**src/sv/wcmt_pkg.sv**
```systemverilog
// ----------------------------------------------------------------------------
// wcmt_pkg
// Shared types, constants and helpers for the worker clock minimum tracker.
// ----------------------------------------------------------------------------
package wcmt_pkg;

   // Default table depth
   localparam int MAX_WORKERS_DEF = 64;

   // Field widths
   localparam int REQ_W   = 2;
   localparam int ID_W    = 6;
   localparam int CLOCK_W = 31;
   localparam int MIN_W   = 32;

   localparam logic [CLOCK_W-1:0]      CLOCK_MAX = '1;
   localparam logic signed [MIN_W-1:0] NO_MIN    = -32'sd1;

   // Request codes; the remaining code behaves as a read
   localparam logic [REQ_W-1:0] REQ_SET  = 2'd0;
   localparam logic [REQ_W-1:0] REQ_TICK = 2'd1;
   localparam logic [REQ_W-1:0] REQ_READ = 2'd2;

   // Status codes
   localparam logic STATUS_OK      = 1'b0;
   localparam logic STATUS_UNKNOWN = 1'b1;

   // One table word: known flag plus worker clock
   typedef struct packed {
      logic               valid;
      logic [CLOCK_W-1:0] clock;
   } entry_type;

   typedef enum logic [1:0] {
      ST_CLEAR,
      ST_IDLE,
      ST_FETCH,
      ST_SCAN
   } state_type;

   // Saturating clock increment
   function automatic logic [CLOCK_W-1:0] sat_inc(input logic [CLOCK_W-1:0] v);
      return (v == CLOCK_MAX) ? v : v + 1'b1;
   endfunction

endpackage

```
**src/sv/wcmt_table.sv**
```systemverilog
// ----------------------------------------------------------------------------
// wcmt_table
// Worker table RAM: one write port, one read port, registered read data.
// ----------------------------------------------------------------------------
module wcmt_table
   import wcmt_pkg::*;
#(
   parameter int  DEPTH = MAX_WORKERS_DEF,
   localparam int AW    = (DEPTH > 1) ? $clog2(DEPTH) : 1
) (
   input  logic            clock,
   input  logic            wr_en,
   input  logic [AW-1:0]   wr_addr,
   input  entry_type       wr_data,
   input  logic [AW-1:0]   rd_addr,
   output entry_type       rd_data
);

   entry_type mem [DEPTH];
   entry_type rd_data_ff;

   // Write port
   always_ff @(posedge clock) begin
      if (wr_en) begin
         mem[wr_addr] <= wr_data;
      end
   end

   // Read port, registered read data
   always_ff @(posedge clock) begin
      rd_data_ff <= mem[rd_addr];
   end

   assign rd_data = rd_data_ff;

endmodule

```
**src/sv/worker_clock_min_tracker.sv**
```systemverilog
// ----------------------------------------------------------------------------
// worker_clock_min_tracker
// Per-worker clock table with a global minimum clock.
// ----------------------------------------------------------------------------
// Usage: after reset the block sweeps every table entry to unknown with
// busy high, then accepts a request whenever start is high and busy is low.
// Every request gives exactly one response, shown for one cycle on the rsp_
// ports with rsp_valid high; the receiver cannot stall it. A set, a read or
// a tick that does not touch the minimum is answered from the fetch state;
// a request with a worker id not below MAX_WORKERS is answered at once. A
// tick of a worker whose clock equals the minimum walks the whole table
// through the single RAM read port, one entry per cycle, to count workers
// at the minimum.
// ----------------------------------------------------------------------------
module worker_clock_min_tracker
   import wcmt_pkg::*;
#(
   parameter int MAX_WORKERS = MAX_WORKERS_DEF
) (
   input  logic                     clock,
   input  logic                     reset,
   input  logic                     start,
   output logic                     busy,
   input  logic [REQ_W-1:0]         req_type,
   input  logic [ID_W-1:0]          req_worker_id,
   input  logic [CLOCK_W-1:0]       req_clock_value,
   output logic                     rsp_valid,
   output logic                     rsp_status,
   output logic [CLOCK_W-1:0]       rsp_worker_clock,
   output logic signed [MIN_W-1:0]  rsp_min_clock,
   output logic [CLOCK_W-1:0]       rsp_tick_result
);

   localparam int IDX_W = (MAX_WORKERS > 1) ? $clog2(MAX_WORKERS) : 1;
   localparam int CNT_W = $clog2(MAX_WORKERS + 1);
   localparam int CMP_W = (IDX_W + 1 > ID_W + 1) ? IDX_W + 1 : ID_W + 1;

   localparam logic [IDX_W-1:0] LAST_IDX  = IDX_W'(MAX_WORKERS - 1);
   localparam logic [CNT_W-1:0] SCAN_DONE = CNT_W'(MAX_WORKERS);

   state_type state_ff, state_in;

   // Held request
   logic [REQ_W-1:0]   op_ff,  op_in;
   logic [IDX_W-1:0]   idx_ff, idx_in;
   logic [CLOCK_W-1:0] val_ff, val_in;
   logic [CLOCK_W-1:0] cur_ff, cur_in;

   // Scan and clear
   logic [CNT_W-1:0]   scan_cnt_ff, scan_cnt_in;
   logic [1:0]         hits_ff, hits_in;
   logic [IDX_W-1:0]   clr_ff, clr_in;

   logic signed [MIN_W-1:0] min_ff, min_in;

   // Response registers
   logic                    rsp_valid_ff,  rsp_valid_in;
   logic                    rsp_status_ff, rsp_status_in;
   logic [CLOCK_W-1:0]      rsp_wclk_ff,   rsp_wclk_in;
   logic signed [MIN_W-1:0] rsp_min_ff,    rsp_min_in;
   logic [CLOCK_W-1:0]      rsp_tres_ff,   rsp_tres_in;

   // RAM ports
   logic                    mem_we;
   logic [IDX_W-1:0]        mem_waddr;
   entry_type               mem_wdata;
   logic [IDX_W-1:0]        mem_raddr;
   entry_type               mem_rdata;

   logic                    accept;
   logic                    in_range;
   logic [CLOCK_W-1:0]      fetch_cur;
   logic                    tick_at_min;
   logic                    scan_match;
   logic [1:0]              hits_sum;
   logic                    scan_last;
   logic [CLOCK_W-1:0]      cur_inc;

   wcmt_table #(
      .DEPTH (MAX_WORKERS)
   ) u_table (
      .clock   (clock),
      .wr_en   (mem_we),
      .wr_addr (mem_waddr),
      .wr_data (mem_wdata),
      .rd_addr (mem_raddr),
      .rd_data (mem_rdata)
   );

   // Handshake and request decode
   assign busy     = (state_ff != ST_IDLE);
   assign accept   = start && !busy;
   assign in_range = CMP_W'(req_worker_id) < CMP_W'(MAX_WORKERS);

   // Tick candidate: the (possibly new) worker sits at the minimum
   assign fetch_cur   = mem_rdata.valid ? mem_rdata.clock : '0;
   assign tick_at_min = !min_ff[MIN_W-1] && ({1'b0, fetch_cur} == min_ff);

   // Scan counting; read data lags the address through the registered read port
   assign scan_match = (scan_cnt_ff != '0) && mem_rdata.valid
                       && ({1'b0, mem_rdata.clock} == min_ff);
   assign hits_sum   = (hits_ff == 2'd2) ? hits_ff : hits_ff + {1'b0, scan_match};
   assign scan_last  = (scan_cnt_ff == SCAN_DONE);
   assign cur_inc    = sat_inc(cur_ff);

   // Next state
   always_comb begin
      state_in = state_ff;
      case (state_ff)
         ST_CLEAR: begin
            if (clr_ff == LAST_IDX) begin
               state_in = ST_IDLE;
            end
         end
         ST_IDLE: begin
            if (accept && in_range) begin
               state_in = ST_FETCH;
            end
         end
         ST_FETCH: begin
            if ((op_ff == REQ_TICK) && tick_at_min) begin
               state_in = ST_SCAN;
            end else begin
               state_in = ST_IDLE;
            end
         end
         ST_SCAN: begin
            if (scan_last) begin
               state_in = ST_IDLE;
            end
         end
         default: begin
            state_in = ST_IDLE;
         end
      endcase
   end

   // Datapath, RAM control and responses
   always_comb begin
      op_in         = op_ff;
      idx_in        = idx_ff;
      val_in        = val_ff;
      cur_in        = cur_ff;
      scan_cnt_in   = scan_cnt_ff;
      hits_in       = hits_ff;
      clr_in        = clr_ff;
      min_in        = min_ff;
      rsp_valid_in  = 1'b0;
      rsp_status_in = rsp_status_ff;
      rsp_wclk_in   = rsp_wclk_ff;
      rsp_min_in    = rsp_min_ff;
      rsp_tres_in   = rsp_tres_ff;
      mem_we        = 1'b0;
      mem_waddr     = idx_ff;
      mem_wdata     = '{valid: 1'b1, clock: val_ff};
      mem_raddr     = IDX_W'(req_worker_id);

      case (state_ff)
         // Sweep the table to all unknown
         ST_CLEAR: begin
            mem_we    = 1'b1;
            mem_waddr = clr_ff;
            mem_wdata = '0;
            clr_in    = clr_ff + 1'b1;
         end

         // Take a request; out-of-range ids answer at once
         ST_IDLE: begin
            if (accept) begin
               op_in  = req_type;
               idx_in = IDX_W'(req_worker_id);
               val_in = req_clock_value;
               if (!in_range) begin
                  rsp_valid_in  = 1'b1;
                  rsp_status_in = STATUS_UNKNOWN;
                  rsp_wclk_in   = '0;
                  rsp_min_in    = min_ff;
                  rsp_tres_in   = '0;
               end
            end
         end

         // Entry is on the read port
         ST_FETCH: begin
            rsp_status_in = STATUS_OK;
            rsp_tres_in   = '0;
            rsp_min_in    = min_ff;
            case (op_ff)
               REQ_SET: begin
                  mem_we      = 1'b1;
                  mem_wdata   = '{valid: 1'b1, clock: val_ff};
                  rsp_valid_in = 1'b1;
                  rsp_wclk_in = val_ff;
                  if ((min_ff == NO_MIN) || ($signed({1'b0, val_ff}) < min_ff)) begin
                     min_in     = $signed({1'b0, val_ff});
                     rsp_min_in = $signed({1'b0, val_ff});
                  end
               end
               REQ_TICK: begin
                  cur_in = fetch_cur;
                  mem_we = 1'b1;
                  if (tick_at_min) begin
                     // store the created entry so the scan counts it
                     mem_wdata   = '{valid: 1'b1, clock: fetch_cur};
                     scan_cnt_in = '0;
                     hits_in     = '0;
                  end else begin
                     mem_wdata    = '{valid: 1'b1, clock: sat_inc(fetch_cur)};
                     rsp_valid_in = 1'b1;
                     rsp_wclk_in  = sat_inc(fetch_cur);
                  end
               end
               default: begin
                  rsp_valid_in  = 1'b1;
                  rsp_status_in = mem_rdata.valid ? STATUS_OK : STATUS_UNKNOWN;
                  rsp_wclk_in   = fetch_cur;
               end
            endcase
         end

         // Count known workers at the minimum, one entry per cycle
         ST_SCAN: begin
            mem_raddr   = scan_cnt_ff[IDX_W-1:0];
            scan_cnt_in = scan_cnt_ff + 1'b1;
            hits_in     = hits_sum;
            if (scan_last) begin
               mem_we        = 1'b1;
               mem_wdata     = '{valid: 1'b1, clock: cur_inc};
               rsp_valid_in  = 1'b1;
               rsp_status_in = STATUS_OK;
               rsp_wclk_in   = cur_inc;
               if (hits_sum == 2'd1) begin
                  min_in      = $signed({1'b0, cur_inc});
                  rsp_min_in  = $signed({1'b0, cur_inc});
                  rsp_tres_in = cur_inc;
               end else begin
                  rsp_min_in  = min_ff;
                  rsp_tres_in = '0;
               end
            end
         end

         default: begin
         end
      endcase
   end

   // Control registers
   always_ff @(posedge clock) begin
      if (reset) begin
         state_ff     <= ST_CLEAR;
         clr_ff       <= '0;
         min_ff       <= NO_MIN;
         rsp_valid_ff <= 1'b0;
      end else begin
         state_ff     <= state_in;
         clr_ff       <= clr_in;
         min_ff       <= min_in;
         rsp_valid_ff <= rsp_valid_in;
      end
   end

   // Payload registers
   always_ff @(posedge clock) begin
      op_ff         <= op_in;
      idx_ff        <= idx_in;
      val_ff        <= val_in;
      cur_ff        <= cur_in;
      scan_cnt_ff   <= scan_cnt_in;
      hits_ff       <= hits_in;
      rsp_status_ff <= rsp_status_in;
      rsp_wclk_ff   <= rsp_wclk_in;
      rsp_min_ff    <= rsp_min_in;
      rsp_tres_ff   <= rsp_tres_in;
   end

   assign rsp_valid        = rsp_valid_ff;
   assign rsp_status       = rsp_status_ff;
   assign rsp_worker_clock = rsp_wclk_ff;
   assign rsp_min_clock    = rsp_min_ff;
   assign rsp_tick_result  = rsp_tres_ff;

endmodule

```
**config.mk**
```make
export PLATFORM = sky130hd
export DESIGN_NAME = worker_clock_min_tracker
export DESIGN_NICKNAME = d
export VERILOG_FILES = /design/src/sv/wcmt_pkg.sv /design/src/sv/wcmt_table.sv /design/src/sv/worker_clock_min_tracker.sv
export SDC_FILE = /design/constraint.sdc
export NUM_CORES = 2
export LEC_CHECK = 0
export BUFFER_PORTS_ARGS = -buffer_cell sky130_fd_sc_hd__buf_2
export CORE_MARGIN = 2
export CORE_UTILIZATION = 40
export CTS_CLUSTER_SIZE = 25
export DETAILED_ROUTE_END_ITERATION = 6
export PLACE_DENSITY = 0.66
export SLEW_MARGIN = 20
export SYNTH_ARGS = -nofsm -noshare
export SYNTH_HDL_FRONTEND = slang
export SYNTH_SLANG_ARGS = --single-unit
export TNS_END_PERCENT = 1
```
**constraint.sdc**
```tcl
create_clock -name clock -period 7.19 [get_ports clock]
set_input_delay 0.3595 -clock clock [delete_from_list [all_inputs] [get_ports clock]]
set_output_delay 0.3595 -clock clock [all_outputs]
set_load 0.005 [all_outputs]
```
# Word level (Yosys, flattened, before mapping)
# Memory sizes are Yosys's and may differ from the RTL's. A register that Yosys moved wholly into a read port is not among the register bits.
# Cells that the tools add are included.
[classes]
add_sub_neg = 5
mux = 45
n_reduce_logical = 19
eq_ne = 20
n_lt_le_gt_ge = 1
[op_table]
columns = ["op", "count"]
rows = [
  ["$mux 31", 10],
  ["$pmux 31 s2", 3],
  ["$mux 32", 4],
  ["$pmux 32 s3", 1],
  ["$eq 31x32->1", 2],
  ["$pmux 32 s2", 1],
  ["$add 31x1->31 const B", 2],
  ["$eq 31x31->1 const B", 2],
  ["$eq 32x1->1 const B", 1],
  ["$lt 32x32->1", 1],
  ["$mux 2", 7],
  ["$mux 7", 2],
  ["$pmux 7 s2", 1],
  ["$mux 6", 2],
  ["$ne 2x2->1 const B", 5],
  ["$mux 1", 9],
  ["$reduce_and 3->1", 3],
  ["$pmux 2 s4", 1],
  ["$add 7x1->7 const B", 1],
  ["$eq 7x7->1 const B", 1],
  ["$reduce_bool 7->1", 1],
  ["$add 6x1->6 const B", 1],
  ["$eq 2x1->1 const B", 3],
  ["$eq 2x2->1 const B", 3],
  ["14 further kinds", 23],
]
[word_totals]
mem_bits_rw = 2048
ff_bits = 215
memories = 1
in_bits = 42
[mem_list]
columns = ["memory", "depth", "width", "read_ports", "rd_clocked_by_memory_dff", "write_ports", "line_no", "text"]
rows = [
  ["u_table.mem", 64, 32, 1, 1, 1, "wcmt_table.sv:19", "entry_type mem [DEPTH];"],
]

# Logic depth before layout (Yosys ltp)
[logic_depth]
word_depth = 9
mapped_depth = 14

# Modules after synthesis
# A second synthesis with hierarchy kept.
[hier_totals]
cells_unflattened = 4664
hier_area_um2 = 91479.0
[modules_own_cells]
columns = ["module", "cells_per_inst", "seq_area_each_um2", "n_inst", "area_each_um2"]
rows = [
  ["wcmt_table", 3324, 62139.6, 1, 78515.3],
  ["worker_clock_min_tracker", 1340, 6045.8, 1, 12963.7],
]

# Worst setup path before layout
# No wires, ideal clock.
[synth_path]
kind = "register to register"
start = "register u_table.rd_data[31] (netlist name)"
end = "memory u_table.mem[0][27] (netlist name) (data pin)"
t_arrival_ns = 6.732
path_stages_with_launch = 13
path_slack_ns = -0.551
cell_sequence = "dfxtp_1 -> buf_4 -> buf_6 -> buf_4 -> nand2_1 -> inv_1 -> ha_1 -> nand4_1 -> or4_1 -> nor4_4 -> nor4_1 -> xnor2_1 -> o311ai_0"
[synth_lines]
columns = ["item", "line_no"]
rows = [
  ["to (decl)", "wcmt_table.sv:19"],
]

# Final worst setup path
[layout_path]
start = "register state_ff[1]"
end = "register u_table.rd_data[3] (netlist name)"
[layout_via]
elab_chain_cells = 2
[layout_lines]
columns = ["item", "line_no", "text"]
rows = [
  ["from (decl)", "worker_clock_min_tracker.sv:41", "state_type state_ff, state_in;"],
  ["from (signal assigned)", "worker_clock_min_tracker.sv:256", "state_ff <= state_in;"],
  ["$eq 2x2->1", "worker_clock_min_tracker.sv:158", "case (state_ff)"],
  ["$mux 6", "worker_clock_min_tracker.sv:158", ""],
]
# Every way passes these cells.
# A chain may end at the register's enable or synchronous reset.

==> reports/metrics.cfg <==
[global_routing]
first_global_vias = 49600
grtUsageTotal = 0.215
grt_max_degree = 103
grt_pass1_wl_microns = 365000
overflow = 0
antenna_found_initial = 16

[clocking]
htree_levels = 4
cts_tree = built
cts-root-buf = clkbuf_16
clk_latency_ps = 910
postCtsSetupBuffers = 0
cts_inserted_buffers = 218
post_cts_resized = 0
clkSinkCount = 2295
clock_path_buffers = 3
path_clk_slew_ps = 70

[pwr]
p_sw_mw = 6.61
p_leak_nw = 34.7
swShare = 0.230
irDropWorstVdd_mv = 0.221
p_int_mw = 22.2
power_density_nw_per_um2 = 272
seqPwrFrac = 0.529
power_mw = 28.8
power.clock.fraction = 0.398
combinationalPowerShare = 0.073

[cells_and_area]
syn_to_final_growth_pct = 15.1
drive_gt1_frac = 0.237
fillCellCount = 18700
final_net_count = 5355

[yosys]
yosysTopAreaCellShare = 0.726
syn-num-nets = 5036
synthFlopType = edfxtp_1
netlist_instances = 4952
ys_seq_elements = 2295
synth_top_cell_by_area = edfxtp_1
ys_warn_count = 0
synthDistinctLibCells = 75
synth-edff-count = 2222
syn_area_per_cell_sq_um = 18.6
synthTopCellsByArea = edfxtp_1 73%, mux4_2 13%, nand2_1 2.1%, dfxtp_1 1.6%, mux2i_1 1.2%
netlist_top_cells_count = 2222 x edfxtp_1, 521 x nand2_1, 512 x mux4_2
async_reset_ff_frac = 0
yosysSeqAreaShare = 0.742
synth.most_common_cell = edfxtp_1
synthesis.area_sq_um = 91900

[drt]
initialDrtViolationCount = 6397
viasPerCell = 5.98
drt_first_pass_iters = 6
drc = 0
drt-wirelength-per-cell_microns = 30.2
dr_total_vias = 50700
postRouteAntennaNets = 0
wirelength_microns = 256000

[floorplan]
die_w_microns = 483
die_area_sq_um = 234000
core-area_sq_um = 228000
die_y_microns = 483
pin_count = 139
fp-row-count = 175
initial_core_util = 0.403

[sta]
rsz0062_at_grt = no
slew_violations = 0
finalSetupTns_ps = 0
tightestPinTransition_ps = 1160
hold_viol_final = 0
min_period_ps = 5080
slew_headroom = 0.218
period_share = 0.706
fmax_mhz = 197
fin_skew_ps = 79.6
setup_viol_count_final = 0

[setup_path]
endpoint_kind = flip-flop
worst_path_largest_cell_delay_ps = 880
r2r_setup_slack_ps = 2110
crit_slowest_cell = a32oi_1
cp-start-kind = flip-flop
worst-path-max-fanout = 35
worstPathArrival_ps = 5760
crit_chain = ha_2, mux2i_4, buf_4, mux4_2, mux2i_1, nand2_1, a32oi_1, o221ai_1
critical_path_required_ps = 7870
critical_path_class = reg -> reg

[job]
drv_cap = 0

[hold_path]
hp-class = in -> reg

[placement]
dpl.hpwl_microns = 156000
port-buffer-count = 138
gp_congestion = 0.934

[outcome]
status = finished, final reports clean

-- final timing paths --
kind | start | endpoint | cells after the start
worst max-delay path | state_ff[1] | u_table.rd_data[3] | 8
worst min-delay path | start | idx_ff[4] | 3
worst max register to register | state_ff[1] | u_table.rd_data[3] | 8
worst min register to register | state_ff[0] | state_ff[0] | 2
-- area by class of cell --
type,instances,area (sq um),share of cell area
Sequential cell,2295,68200,0.645
Multi-Input combinational cell,2299,23400,0.221
Clock buffer,285,5890,0.0557
Tap cell,3009,3760,0.0356
Timing Repair Buffer,378,3010,0.0285
Clock inverter,126,1240,0.0117
Inverter,79,297,0.00280
Antenna cell,7,17.5,0.000166
-- worst max-delay path, delay by kind of cell (launching register included) --
kind	cells	cell delay, ps
mux	3	1740
compound gates	2	1140
buf+inv	1	700
fa+ha+maj	1	500
flops	1	430
simple gates	1	280
-- power groups by stage --
stage	combinational (mW)	clock (mW)	sequential [mW]
2_1_floorplan	1.17	0	15.4
3_3_place_gp	2.02	0	15.5
3_5_place_dp	2.06	0	15.5
4_1_cts	2.08	11.6	15.2
5_1_grt	2.22	12.1	15.2
6_report	2.11	11.5	15.2
-- metal layers --
layer,part of all wire,track usage,wire [microns]
met5,0.00011,0,27
met4,0.037,0.0751,9420
met3,0.093,0.0377,23700
met2,0.46,0.332,118000
met1,0.41,0.308,104000
-- kinds of logic after synthesis --
group / count (synthesis) / share of synthesized area
flip-flops: 2295 / 0.742
AND/OR/NAND/NOR: 1009 / 0.0489
multiplexers: 633 / 0.139
AO/OA/AOI/OAI: 535 / 0.0415
buffers and inverters: 358 / 0.0156
XOR/XNOR: 80 / 0.00762
adder cells (fa/ha/maj): 42 / 0.00572
-- sequential cells by signal, indices dropped and copies added, names as in the netlist, 2 cells and up --
signal	count
op_ff	2
idx_ff	6
clr_ff	6
val_ff	31
u_table.rd_data	32
rsp_min_clock	32
cur_ff	31
rsp_worker_clock	31
rsp_tick_result	31
scan_cnt_ff	7
state_ff	2
u_table.mem	2048
hits_ff	2
min_ff	32
-- layout by cell type, fill, tap and decap left out, types with 32 or more instances in the layout --
| cell | n |
|---|---|
| nand3_1 | 114 |
| nand2_1 | 519 |
| edfxtp_1 | 2222 |
| o21ai_0 | 122 |
| o221ai_1 | 34 |
| buf_4 | 170 |
| a21oi_1 | 88 |
| ha_1 | 41 |
| a211oi_1 | 49 |
| dfxtp_1 | 72 |
| mux4_2 | 512 |
| nor2b_1 | 48 |
| nor2_4 | 65 |
| clkbuf_16 | 223 |
| inv_1 | 76 |
| a221o_1 | 55 |
| clkbuf_1 | 54 |
| nor2_1 | 110 |
| clkinv_1 | 50 |
| nand4_1 | 32 |
| dlygate4sd3_1 | 40 |
| a32oi_1 | 36 |
| xor2_1 | 37 |
| buf_2 | 138 |
| xnor2_1 | 43 |
| mux2i_1 | 105 |
-- through the flow --
step	hold WS, ps	instance area (sq um)	utilization	instances	setup WS, ps
floorplan	458	91900	-	4952	855
global placement	538	97900	0.430	8008	1500
detailed placement	538	98100	0.430	8014	2130
CTS	22.3	106000	0.463	8465	2080
global route	64.0	106000	0.464	8472	1850
finish	79.0	106000	0.464	8478	2110
-- repair_timing --
| item | 4_1_cts | 5_1_grt |
|---|---|---|
| endpoints found under the setup margin | 0 | 0 |
| endpoints found under the hold margin | 46 | 0 |
| hold buffers | 40 | 0 |
Power figures use the tool's default switching activity.
